===== config.mk =====
export PLATFORM = sky130hd
export DESIGN_NAME = tsp_isqrt
export DESIGN_NICKNAME = d
export VERILOG_FILES = /design/src/design/tsp_pkg.sv /design/src/design/tsp_isqrt.sv
export SDC_FILE = /design/constraint.sdc
export NUM_CORES = 1
export LEC_CHECK = 0
export ABC_AREA = 1
export BUFFER_PORTS_ARGS = -buffer_cell sky130_fd_sc_hd__buf_2
export CORE_UTILIZATION = 37
export CTS_CLUSTER_DIAMETER = 40
export CTS_CLUSTER_SIZE = 40
export DETAILED_ROUTE_END_ITERATION = 12
export GPL_ROUTABILITY_DRIVEN = 1
export PLACE_DENSITY = 0.6
export SYNTH_ARGS = -nofsm -noshare
export SYNTH_HDL_FRONTEND = slang
export SYNTH_SLANG_ARGS = --single-unit
export TNS_END_PERCENT = 30

===== constraint.sdc =====
create_clock -name clock -period 7.5 [get_ports clock]
set_input_delay 0.75 -clock clock [delete_from_list [all_inputs] [get_ports clock]]
set_output_delay 0.75 -clock clock [all_outputs]
set_load 0.01 [all_outputs]

===== src/design/tsp_pkg.sv =====
package tsp_pkg;

   // default sizes
   localparam int MAX_TILES_X_DEF   = 64;
   localparam int MAX_TILES_Y_DEF   = 64;
   localparam int HEIGHT_BITS_DEF   = 16;
   localparam int POT_FRAC_BITS_DEF = 12;

   // fixed formats
   localparam int HFRAC       = 8;    // height fraction bits
   localparam int GFRAC       = 12;   // gain fraction bits
   localparam int GAIN_BITS   = 16;
   localparam int TILE_BITS   = 7;
   localparam int SAMPLE_BITS = 16;
   localparam int CSR_INDEX_BITS = 3;
   localparam int CSR_DATA_BITS  = 16;

   // root digits resolved per pipeline stage
   localparam int SQRT_STEPS = 4;

   // item opcodes
   localparam logic OP_HEIGHT = 1'b0;
   localparam logic OP_TILE   = 1'b1;

   typedef enum logic [CSR_INDEX_BITS-1:0] {
      CSR_TILES_X   = 3'd0,
      CSR_TILES_Y   = 3'd1,
      CSR_SLOPE_SUL = 3'd2,
      CSR_SLOPE_CRY = 3'd3,
      CSR_FLOW_BIO  = 3'd4,
      CSR_FLOW_HYD  = 3'd5
   } csr_index_type;

   typedef struct packed {
      logic [GAIN_BITS-1:0] sul;
      logic [GAIN_BITS-1:0] cry;
      logic [GAIN_BITS-1:0] bio;
      logic [GAIN_BITS-1:0] hyd;
   } gains_type;

endpackage


===== src/design/tsp_isqrt.sv =====
module tsp_isqrt import tsp_pkg::*; #(
   parameter int RW = 13,
   localparam int TW  = 2 * RW,
   localparam int RMW = RW + 3,
   localparam int NS  = (RW + SQRT_STEPS - 1) / SQRT_STEPS
) (
   input  logic          clock,
   input  logic          en,
   input  logic [TW-1:0] radicand,
   output logic [RW-1:0] root
);

   logic [TW-1:0]  rad_ff  [NS];
   logic [RMW-1:0] rem_ff  [NS];
   logic [RW-1:0]  root_ff [NS];
   logic [TW-1:0]  rad_in  [NS];
   logic [RMW-1:0] rem_in  [NS];
   logic [RW-1:0]  root_in [NS];

   // restoring digit recurrence, SQRT_STEPS digits per stage
   always_comb begin
      logic [TW-1:0]  rad;
      logic [RMW-1:0] rem;
      logic [RW-1:0]  rt;
      logic [RMW-1:0] trial;
      for (int j = 0; j < NS; j++) begin
         if (j == 0) begin
            rad = radicand;
            rem = '0;
            rt  = '0;
         end else begin
            rad = rad_ff[j-1];
            rem = rem_ff[j-1];
            rt  = root_ff[j-1];
         end
         for (int m = 0; m < SQRT_STEPS; m++) begin
            if (j * SQRT_STEPS + m < RW) begin
               rem   = {rem[RMW-3:0], rad[TW-1:TW-2]};
               trial = RMW'({rt, 2'b01});
               if (rem >= trial) begin
                  rem = rem - trial;
                  rt  = {rt[RW-2:0], 1'b1};
               end else begin
                  rt  = {rt[RW-2:0], 1'b0};
               end
               rad = rad << 2;
            end
         end
         rad_in[j]  = rad;
         rem_in[j]  = rem;
         root_in[j] = rt;
      end
   end

   always_ff @(posedge clock) begin
      if (en) begin
         for (int j = 0; j < NS; j++) begin
            rad_ff[j]  <= rad_in[j];
            rem_ff[j]  <= rem_in[j];
            root_ff[j] <= root_in[j];
         end
      end
   end

   assign root = root_ff[NS-1];

endmodule


==> run_results.csv <==
group,metric,value,unit
run_status,status,"finished clean",
routing,met2WireLength,12870,um
floorplanning,core_area,27250,sq um
cts,cts_max_path_buffers,2,
cts,cts_tree,"done",
worst_setup_path,crit_type,"reg -> reg",
routing,ant_nets,0,
cts,cts_buffers,9,
synth,ys_seq_elements,109,
layout,fill_cells,2819,
timing,rsz0062_at_grt,"yes",
timing,relSlewSlack,46.54,%
synth,synth.distinct_cells,55,
floorplanning,rows,60,
floorplanning,start_util,38.05,%
cts,clk_pin_slew,0.07,ns
synth,yosys_warnings,0,
min_path,hold_path_startpoint,"rad_ff[0][14]",
layout,fin_area,11600,sq um
job,drv_cap,0,
synth,netlist_instances,1425,
worst_setup_path,end_kind,"flop",
synth,ys_async_sr_fraction,0,%
global_routing,antenna_found_initial,0,
place,place_congestion,0.9651,
worst_setup_path,crit_path_top_delay_cell,"ha_1",
worst_setup_path,path_max_fanout,15,
timing,fmax,0.1453,GHz
cts,insertion_delay,0.37,ns
place,portBuffers,40,
layout,multi_input_area,6334,sq um
routing,wl_met1,12340,um
power,power.internal,0.002516,W
worst_setup_path,arrival,7.01,ns
worst_setup_path,required,7.63,ns
power,combPwrFrac,71.8,%
global_routing,grt_start_max_net_pins,58,
power,leakage,5.554,nW
global_routing,grt_pass1_wl,43640,um
timing,finalHoldViolCount,0,
power,p_sw_share,51.94,%
layout,seqCellArea,3273,sq um
synth,synth_area_leader_cell,"edfxtp_1",
synth,netlist_area,10370,sq um
power,vdd_ir_drop_max,0.0002095,V
synth,synth_nets,1555,
layout,nets,1631,
synth,synth-edff-count,109,
cts,cts_root_buf,"clkbuf_16",
layout,drive_gt1_share,11.95,%
routing,vias_per_cell,5.044,
layout,antenna_cells,0,
routing,drt_iter0_markers,571,
worst_setup_path,cp-startpoint,"root_ff[0][0]",
routing,drc_errors,0,
layout,final_core_util,42.56,%
floorplanning,die_x,169.4,um
timing,setup_viol_count_final,0,
timing,tightest_slew,0.7936,ns
power,switchingPower,0.002719,W
floorplanning,die_h,169.4,um
timing,period_minus_slack,6.880,ns
routing,drtPass1Iterations,6,
floorplanning,fp.dieArea,28700,sq um
power,power,0.005236,W
power,power_frac_seq,19.1,%
layout,syn_to_final_growth,11.85,%
place,hpwl,21900,um
routing,num_vias,9472,
min_path,hold-path-cell-count,0,
synth,yosysSeqAreaShare,31.56,%
cts,cts_max_level,3,
power,power_density,451.4,nW/um^2
synth,yosys.area.top_type_share,31.56,%
global_routing,grtUsageTotal,19.19,%
global_routing,grt-ovfl-total,0,
synth,avgSynthCellArea,7.277,sq um
synth,synth_area_leaders,"edfxtp_1, nand2_1, ha_1, inv_1, nand3_1",
timing,holdWs,0.4217,ns
routing,wirelength,26960,um
floorplanning,pin_count,41,
timing,finClkSkew,0.01169,ns
routing,routed.top_layer,"met4",
global_routing,grt_pass1_vias,8932,
synth,synth-main-ff-cell,"edfxtp_1",
worst_setup_path,r2r-start,"root_ff[0][0]",
worst_setup_path,cp_common_cell,"nand2_1",
timing,report.final.slew_viol_count,0,
routing,wl_per_cell,14.36,um
power,p_clk_share,9.1,%
place,dpl-instance-area,11190,sq um
worst_setup_path,slowest_delay,0.44,ns
cts,clock-sinks,109,
worst_setup_path,reg2reg_depth,35,
routing,wl_met3,1099,um
timing,min_period_over_period,91.74,%
min_path,hp-class,"reg -> reg",
worst_setup_path,cp-start-kind,"flop",
## cells in the mapped netlist, types with 2 or more instances
cell and count:
nand2_1 389, inv_1 180, nand3_1 119, nor2_1 119, edfxtp_1 109, ha_1 102, o21ai_0 92, a21oi_1 74
xor2_1 41, xnor2_1 22, nand2_2 19, nand4_1 17, nor3_1 16, inv_2 13, nor2_2 10, nand3_2 8
nand3b_1 8, o211ai_1 6, o21a_1 6, or2_2 6, a31oi_1 5, buf_6 4, clkbuf_1 4, o2111ai_1 4
o31ai_1 4, and2_1 3, buf_2 3, clkinv_1 3, nand2_4 3, nor2_4 3, o21bai_1 3, a21boi_0 2
a21oi_2 2, buf_4 2, nor3_2 2, o21ai_1 2, o21ai_4 2
## worst max-delay path: cells and delay by family (launching register included)
kind / cells / cell delay, ns
simple gates: 24 / 3.14
fa+ha+maj: 4 / 1.55
buf+inv: 2 / 0.30
compound gates: 5 / 1.27
flops: 1 / 0.36
## per-stage QoR
step,std cells,TNS [ns],setup slack [ns]
floorplan,1425,0,1.001
global placement,1855,-3.735,-0.3169
detailed placement,1855,-2.303,-0.2195
CTS,1871,0,0.1046
global route,1878,-0.1203,-0.02959
finish,1878,0,0.6198
## state kept, by name, summed over array words and instances (netlist names)
register / cells
rem_ff: 42
root_ff: 37
rad_ff: 30
## what timing repair did
item,4_1_cts,5_1_grt
setup endpoints to repair,15,30
pin swaps,0,3
resized for setup,3,30
hold buffers,0,0
gates cloned,0,1
buffers inserted,0,6
## cells in the final DEF, fill, tap and decap left out, types with 5 or more instances in the layout
cell / instances
buf_4: 37
o21a_1: 6
nand3_1: 119
or2_2: 6
a21oi_1: 71
a31oi_1: 5
nor3_1: 15
nor2_2: 12
nand4_1: 17
nand3b_1: 8
nand2_2: 16
xor2_1: 41
inv_1: 178
inv_2: 13
edfxtp_1: 109
ha_1: 101
a21oi_2: 5
nor2_1: 117
nand2_1: 388
nand2_4: 7
o21ai_1: 13
clkbuf_16: 9
o211ai_1: 6
xnor2_1: 22
o21ai_0: 80
nand3_2: 8
buf_2: 40
## kinds of logic (layout without fill, tap and decap cells)
family	after synthesis	in the layout	synth area share [%]
AOI/OAI and AO/OA	211	211	11.58
other	1	1	0.03616
muxes	1	1	0.09653
and+or+nand+nor	727	728	30.83
xor gates and xnor gates	64	64	5.478
adders and majority gates	102	102	12.31
buffers and inverters	210	290	8.108
DFF	109	109	31.56
## layout make-up
class                           instances  area share [%]
Tap cell                              372           4.013
Timing Repair Buffer                   78           4.293
Sequential cell                       109           28.22
Clock buffer                            9           1.942
Inverter                              196           6.429
Multi-Input combinational cell       1107           54.61
Clock inverter                          7          0.4962
## worst paths after layout
| kind | endpoint | slack (ns) |
|---|---|---|
| max | rem_ff[1][9] | 0.62 |
| max reg2reg | rem_ff[1][9] | 0.62 |
| min | rad_ff[1][22] | 0.42 |
| min reg2reg | rad_ff[1][22] | 0.42 |
## layer usage
| metal | vias up | global-route usage (%) |
|---|---|---|
| li1 | 4899 | - |
| met5 | - | 0 |
| met3 | 34 | 2.332 |
| met1 | 4312 | 24.88 |
| met2 | 227 | 32.92 |
| met4 | 0 | 6.463 |
## power by group through the flow
stage | Clock, W | Sequential [W] | Combinational (W)
after global placement | 0 | 0.00101 | 0.00367
after global routing | 0.000518 | 0.00101 | 0.00428
final | 0.000479 | 0.000999 | 0.00376
after detailed placement | 0 | 0.00101 | 0.00366
after CTS | 0.000504 | 0.00100 | 0.00368
after floorplan | 0 | 0.000989 | 0.00279
(Power assumes the default switching activity.)
