===== src/design/tsp_pkg.sv =====
package tsp_pkg;

   // default sizes
   localparam int MAX_TILES_X_DEF   = 64;
   localparam int MAX_TILES_Y_DEF   = 64;
   localparam int HEIGHT_BITS_DEF   = 16;
   localparam int POT_FRAC_BITS_DEF = 12;

   // fixed formats
   localparam int HFRAC       = 8;    // height fraction bits
   localparam int GFRAC       = 12;   // gain fraction bits
   localparam int GAIN_BITS   = 16;
   localparam int TILE_BITS   = 7;
   localparam int SAMPLE_BITS = 16;
   localparam int CSR_INDEX_BITS = 3;
   localparam int CSR_DATA_BITS  = 16;

   // root digits resolved per pipeline stage
   localparam int SQRT_STEPS = 4;

   // item opcodes
   localparam logic OP_HEIGHT = 1'b0;
   localparam logic OP_TILE   = 1'b1;

   typedef enum logic [CSR_INDEX_BITS-1:0] {
      CSR_TILES_X   = 3'd0,
      CSR_TILES_Y   = 3'd1,
      CSR_SLOPE_SUL = 3'd2,
      CSR_SLOPE_CRY = 3'd3,
      CSR_FLOW_BIO  = 3'd4,
      CSR_FLOW_HYD  = 3'd5
   } csr_index_type;

   typedef struct packed {
      logic [GAIN_BITS-1:0] sul;
      logic [GAIN_BITS-1:0] cry;
      logic [GAIN_BITS-1:0] bio;
      logic [GAIN_BITS-1:0] hyd;
   } gains_type;

endpackage


===== src/design/tsp_update.sv =====
module tsp_update import tsp_pkg::*; #(
   parameter int POT_FRAC_BITS = POT_FRAC_BITS_DEF,
   localparam int PW  = POT_FRAC_BITS + 1,
   localparam int CVW = POT_FRAC_BITS + 2
) (
   input  logic                  clock,
   input  logic                  reset,
   input  logic                  en,
   input  logic                  in_valid,
   input  logic [PW-1:0]         sul_in,
   input  logic [PW-1:0]         cry_in,
   input  logic [PW-1:0]         bio_in,
   input  logic [PW-1:0]         hyd_in,
   input  logic signed [CVW-1:0] curv_in,
   input  logic [PW-1:0]         inflow_in,
   input  logic                  big_in,
   input  logic [PW-1:0]         root_in,
   input  gains_type             gains,
   output logic                  out_valid,
   output logic [PW-1:0]         sul_out,
   output logic [PW-1:0]         cry_out,
   output logic [PW-1:0]         bio_out,
   output logic [PW-1:0]         hyd_out,
   output logic [PW-1:0]         slope_out,
   output logic signed [CVW-1:0] curv_out,
   output logic [PW-1:0]         inflow_out
);

   localparam int ONE  = 1 << POT_FRAC_BITS;
   localparam int THR  = (3 * ONE) / 10;
   localparam int PRW  = PW + GAIN_BITS;
   localparam int SUMW = PRW - GFRAC + 1;
   localparam int FW   = PW + 1;
   localparam int BPW  = PW + FW;

   function automatic logic [PW-1:0] clamp_sum(input logic [SUMW-1:0] v);
      return (v > SUMW'(ONE)) ? PW'(ONE) : PW'(v);
   endfunction

   // stage 1: slope cap and gain products
   logic [PW-1:0]  slope_w, negc_w;
   logic           u1_valid_ff;
   logic [PW-1:0]  u1_sul_ff, u1_cry_ff, u1_bio_ff, u1_hyd_ff;
   logic [PW-1:0]  u1_slope_ff, u1_inflow_ff;
   logic signed [CVW-1:0] u1_curv_ff;
   logic [PRW-1:0] u1_psul_ff, u1_pcry_ff, u1_pbc_ff, u1_phc_ff, u1_pbin_ff, u1_phin_ff;

   always_comb begin
      if (big_in || root_in > PW'(ONE)) begin
         slope_w = PW'(ONE);
      end else begin
         slope_w = root_in;
      end
      negc_w = (curv_in < 0) ? PW'(-curv_in) : '0;
   end

   always_ff @(posedge clock) begin
      if (reset) begin
         u1_valid_ff <= 1'b0;
      end else if (en) begin
         u1_valid_ff <= in_valid;
      end
   end

   always_ff @(posedge clock) begin
      if (en) begin
         u1_sul_ff    <= sul_in;
         u1_cry_ff    <= cry_in;
         u1_bio_ff    <= bio_in;
         u1_hyd_ff    <= hyd_in;
         u1_slope_ff  <= slope_w;
         u1_curv_ff   <= curv_in;
         u1_inflow_ff <= inflow_in;
         u1_psul_ff   <= PRW'(slope_w) * PRW'(gains.sul);
         u1_pcry_ff   <= PRW'(slope_w) * PRW'(gains.cry);
         u1_pbc_ff    <= PRW'(negc_w) * PRW'(gains.bio);
         u1_phc_ff    <= PRW'(negc_w) * PRW'(gains.hyd);
         u1_pbin_ff   <= PRW'(inflow_in) * PRW'(gains.bio);
         u1_phin_ff   <= PRW'(inflow_in) * PRW'(gains.hyd);
      end
   end

   // stage 2: accumulate and clamp
   logic [PW-1:0] sul2_w, cry2_w, bio1_w, bio2_w, hyd1_w, hyd2_w;
   logic          peak_w;
   logic [FW-1:0] factor_w;
   logic          u2_valid_ff, u2_peak_ff;
   logic [PW-1:0] u2_sul_ff, u2_cry_ff, u2_bio_ff, u2_hyd_ff, u2_slope_ff, u2_inflow_ff;
   logic [FW-1:0] u2_factor_ff;
   logic signed [CVW-1:0] u2_curv_ff;

   always_comb begin
      sul2_w   = clamp_sum(SUMW'(u1_sul_ff) + SUMW'(u1_psul_ff >> GFRAC));
      cry2_w   = clamp_sum(SUMW'(u1_cry_ff) + SUMW'(u1_pcry_ff >> GFRAC));
      bio1_w   = clamp_sum(SUMW'(u1_bio_ff) + SUMW'(u1_pbc_ff >> GFRAC));
      hyd1_w   = clamp_sum(SUMW'(u1_hyd_ff) + SUMW'(u1_phc_ff >> GFRAC));
      hyd2_w   = clamp_sum(SUMW'(hyd1_w) + SUMW'(u1_phin_ff >> GFRAC));
      // inflow feeds biological at half gain
      bio2_w   = clamp_sum(SUMW'(bio1_w) + SUMW'(u1_pbin_ff >> (GFRAC + 1)));
      peak_w   = (u1_curv_ff > CVW'(THR));
      factor_w = FW'(2 * ONE) - FW'(u1_curv_ff);
   end

   always_ff @(posedge clock) begin
      if (reset) begin
         u2_valid_ff <= 1'b0;
      end else if (en) begin
         u2_valid_ff <= u1_valid_ff;
      end
   end

   always_ff @(posedge clock) begin
      if (en) begin
         u2_sul_ff    <= sul2_w;
         u2_cry_ff    <= cry2_w;
         u2_bio_ff    <= bio2_w;
         u2_hyd_ff    <= hyd2_w;
         u2_peak_ff   <= peak_w;
         u2_factor_ff <= factor_w;
         u2_slope_ff  <= u1_slope_ff;
         u2_curv_ff   <= u1_curv_ff;
         u2_inflow_ff <= u1_inflow_ff;
      end
   end

   // stage 3: peak reduction into the output register
   logic [BPW-1:0] peak_prod_w;
   logic [PW-1:0]  bio3_w;
   logic           out_valid_ff;
   logic [PW-1:0]  sul_ff, cry_ff, bio_ff, hyd_ff, slope_ff, inflow_ff;
   logic signed [CVW-1:0] curv_ff;

   always_comb begin
      peak_prod_w = BPW'(u2_bio_ff) * BPW'(u2_factor_ff);
      bio3_w      = u2_peak_ff ? PW'(peak_prod_w >> (POT_FRAC_BITS + 1)) : u2_bio_ff;
   end

   always_ff @(posedge clock) begin
      if (reset) begin
         out_valid_ff <= 1'b0;
      end else if (en) begin
         out_valid_ff <= u2_valid_ff;
      end
   end

   always_ff @(posedge clock) begin
      if (en) begin
         sul_ff    <= u2_sul_ff;
         cry_ff    <= u2_cry_ff;
         bio_ff    <= bio3_w;
         hyd_ff    <= u2_hyd_ff;
         slope_ff  <= u2_slope_ff;
         curv_ff   <= u2_curv_ff;
         inflow_ff <= u2_inflow_ff;
      end
   end

   assign out_valid  = out_valid_ff;
   assign sul_out    = sul_ff;
   assign cry_out    = cry_ff;
   assign bio_out    = bio_ff;
   assign hyd_out    = hyd_ff;
   assign slope_out  = slope_ff;
   assign curv_out   = curv_ff;
   assign inflow_out = inflow_ff;

endmodule


===== config.mk =====
export PLATFORM = sky130hd
export DESIGN_NAME = tsp_update
export DESIGN_NICKNAME = d
export VERILOG_FILES = /design/src/design/tsp_pkg.sv /design/src/design/tsp_update.sv
export SDC_FILE = /design/constraint.sdc
export NUM_CORES = 2
export LEC_CHECK = 0
export ABC_CLOCK_PERIOD_IN_PS = 8700
export BUFFER_PORTS_ARGS = -buffer_cell sky130_fd_sc_hd__buf_2
export CAP_MARGIN = 20
export CORE_MARGIN = 2
export CORE_UTILIZATION = 40
export CTS_CLUSTER_SIZE = 24
export DETAILED_ROUTE_END_ITERATION = 8
export GPL_TIMING_DRIVEN = 0
export PLACE_DENSITY_LB_ADDON = 0.15
export SLEW_MARGIN = 0
export SYNTH_ARGS = -nofsm -noshare
export SYNTH_HDL_FRONTEND = slang
export SYNTH_SLANG_ARGS = --single-unit

===== constraint.sdc =====
create_clock -name clock -period 8.7 [get_ports clock]
set_input_delay 0.87 -clock clock [delete_from_list [all_inputs] [get_ports clock]]
set_output_delay 0.87 -clock clock [all_outputs]
set_load 0.005 [all_outputs]

==> results.cfg <==
[die]
die_y_um = 390.2
die_w_um = 390.2
initial_core_util_pct = 40.35
row_count = 141
die-area_um2 = 152200
core_um2 = 147800
top_level_ports = 254

[critical_path]
reg2reg_depth = 20
crit_fanout = 10
path_depth = 23
slowest_delay_ps = 830
critical_path.cell_chain = buf_2 -> nor2_1 -> clkbuf_1 -> and2_1 -> clkbuf_1 -> clkdlybuf4s15_1 -> nand2_1 -> fa_1 -> inv_1 -> fa_1 -> inv_1 -> fa_1 -> inv_1 -> fa_1 -> fa_1 -> ha_1 -> a2111oi_1 -> nand2_1 -> a221o_1 -> a211o_1 -> a31o_2 -> a21oi_1 -> xnor2_1
critical_path_buf_inv_count = 7
path_delay_family = adder cells
critPathRequiredTime_ps = 9090
critPathKind = input pin to register
arrival_ps = 8880
cp_slowest_cell = clkdlybuf4s15_1
critPathCaptureType = register
worst_path_most_repeated_cell = fa_1
cp-start-kind = input pin

[yosys]
yosysWarnings = 0
syn_area_um2 = 59650
synth_nets = 7874
synth_enable_flop_cells = 391
syn_area_per_cell_um2 = 9.788
seq_area_frac_synth_pct = 19.78
synth_cell_types = 79
ys.flop_type = edfxtp_1
ys_seq_elements = 394
synthCells = 6094
synthArstFlopShare_pct = 0

[grt]
grt_usage_pct = 22.99
gr-total-overflow = 0
grt_pass1_wl_um = 266700
antenna_found_initial = 19
grt_max_degree = 114
grt_pass1_vias = 45127

[sta]
rsz0062_at_grt = false
fin_crit_ps = 8489
hold_violations = 0
fmax_mhz = 117.8
fin_crit_sh_pct = 97.57
worstMarginPinSlew_ps = 1071
tns_ps = 0
setup_viol = 0
hold_slack_ps = 360.3
slew_headroom_pct = 28.11
drv_slew = 0
setup_ws_ps = 211.4
fin_skew_ps = 38.59

[drt]
drc = 0
wl_per_cell_um = 20.54
drt_pass1_iterations = 6
vias_per_cell = 5.163
routed_wl_um = 172300
vias = 43293
ant_nets = 0
first_iter_violations = 2727

[power_and_ir_drop]
p_leak_nw = 32.21
irDropWorstVdd_uv = 318.0
power.density_nw_per_um2 = 237.1

[layout]
fin_cells = 8385
layout_common_cells = inv_1, fa_1, nand2_1
final_common_cell = inv_1
nets = 8186
drive_gt1_share_pct = 5.985
area_delta_synth_final_pct = 9.387

[clock_tree]
clock_sinks = 394
path_clk_slew_ps = 60
insertion_delay_ps = 680
cts-root-buf = clkbuf_16
cts_tree = done
htree_levels = 2
cts-buffers-inserted = 52
cts_max_path_buffers = 3

[status]
status = finished clean

[place]
finalWeightedCongestion = 0.9154
dp.cells = 8280
io_buffers = 252
place_ws_ps = -764.2
place_hpwl_um = 142500

[run]
cap_violations = 0

[worst_hold_path]
hp-class = input pin to register
whs_path_depth = 1
-- cells in the mapped netlist, types with 9 or more instances --
master,count,area [µm²]
o31ai_1,9,67.56
nand4_1,25,156.4
inv_1,1256,4715
nand2_1,952,3573
ha_1,565,7069
nor2_1,149,559.3
fa_1,1054,21100
o21bai_1,13,97.59
and3_1,315,1971
a21o_1,62,465.5
nor3_1,78,390.4
nand2b_1,19,118.9
xor2_1,60,525.5
clkbuf_1,283,1062
and2_1,256,1602
nor2b_1,24,150.1
o21ai_1,12,60.06
nor4_1,22,137.6
a31oi_1,9,56.30
or3_1,11,68.82
a21oi_1,105,525.5
nand3_1,31,155.2
xnor2_1,117,1025
o21ai_0,35,175.2
mux2_2,13,146.4
a211oi_1,16,120.1
and4_1,9,78.83
o21a_1,33,247.7
edfxtp_1,391,11740
-- layer usage --
layer | share of wire [%] | wire length (µm) | track usage (%)
met1 | 45 | 76700 | 32.18
met2 | 46 | 79250 | 37.05
met3 | 6.7 | 11490 | 3.739
met4 | 2.8 | 4805 | 6.100
met5 | 0.0052 | 9 | 0
-- power breakdown --
group          switching (mW)  internal, mW  leakage, nW  total (mW)
Combinational            5.93          4.25         27.5        10.2
Sequential              0.237          2.83         3.91        3.06
Clock                   0.965          1.27        0.853        2.23
-- area by class of cell --
type | count | area, µm²
diodes | 6 | 15.01
well taps | 1930 | 2415
repair buffers | 258 | 1376
multi-input cells | 4155 | 42060
fillers | 14492 | 82590
clock inverters | 42 | 449.2
flip-flops and latches | 394 | 11800
inverters | 1256 | 4715
clock buffers | 55 | 1313
plain buffers | 289 | 1107
-- state kept, by name, summed over array words and instances (netlist names), 14 cells and up --
name,count
u1_curv_ff,14
u1_phc_ff,17
curv_out,14
u1_pcry_ff,17
u1_psul_ff,17
u1_pbin_ff,16
u1_pbc_ff,17
u2_factor_ff,14
u1_phin_ff,17
-- final timing paths --
kind | start | endpoint | slack [ps]
worst max-delay path | big_in | u1_psul_ff[28]$_DFFE_PP_ | 210
worst min-delay path | bio_in[11] | u1_bio_ff[11]$_DFFE_PP_ | 360
worst max register to register | u2_bio_ff[2]$_SDFFCE_PN0P_ | bio_out[11]$_DFFE_PP_ | 1960
worst min register to register | u2_hyd_ff[0]$_SDFFCE_PN0P_ | hyd_out[0]$_DFFE_PP_ | 410
-- worst register-to-register path: cells and delay by family (launching register included) --
kind,cells,cell delay (ps)
buffers and inverters,4,640
AO/OA/AOI/OAI,6,1810
multiplexers,1,270
adder cells (fa/ha/maj),6,2710
XOR/XNOR,1,80
flip-flops,1,640
AND/OR/NAND/NOR,2,340
-- through the flow --
step | total power, mW | area [µm²] | utilization [%]
floorplan | 10.41 | 59650 | -
global placement | 13.18 | 63330 | 42.84
detailed placement | 13.26 | 63430 | 42.90
CTS | 15.65 | 65190 | 44.10
global route | 17.12 | 65240 | 44.13
finish | 15.47 | 65250 | 44.14
-- timing repair --
| item | 4_1_cts | 5_1_grt |
|---|---|---|
| hold buffers | 0 | 0 |
| endpoints found under the setup margin | 2 | 14 |
| resized for setup | 1 | 9 |
| gates cloned | 0 | 0 |
| setup buffers | 0 | 0 |
-- logic make-up (layout without fill, tap and decap cells) --
kind of cell | count (synthesis) | in the layout | synth area share (%)
xor+xnor | 177 | 177 | 2.599
mux | 19 | 19 | 0.3461
fa+ha+maj | 1619 | 1619 | 47.22
simple gates | 1950 | 1950 | 15.83
other cells | 0 | 6 | 0
flops | 394 | 394 | 19.78
buf+inv | 1545 | 1900 | 9.735
compound gates | 390 | 390 | 4.478
(Power assumes the default switching activity.)
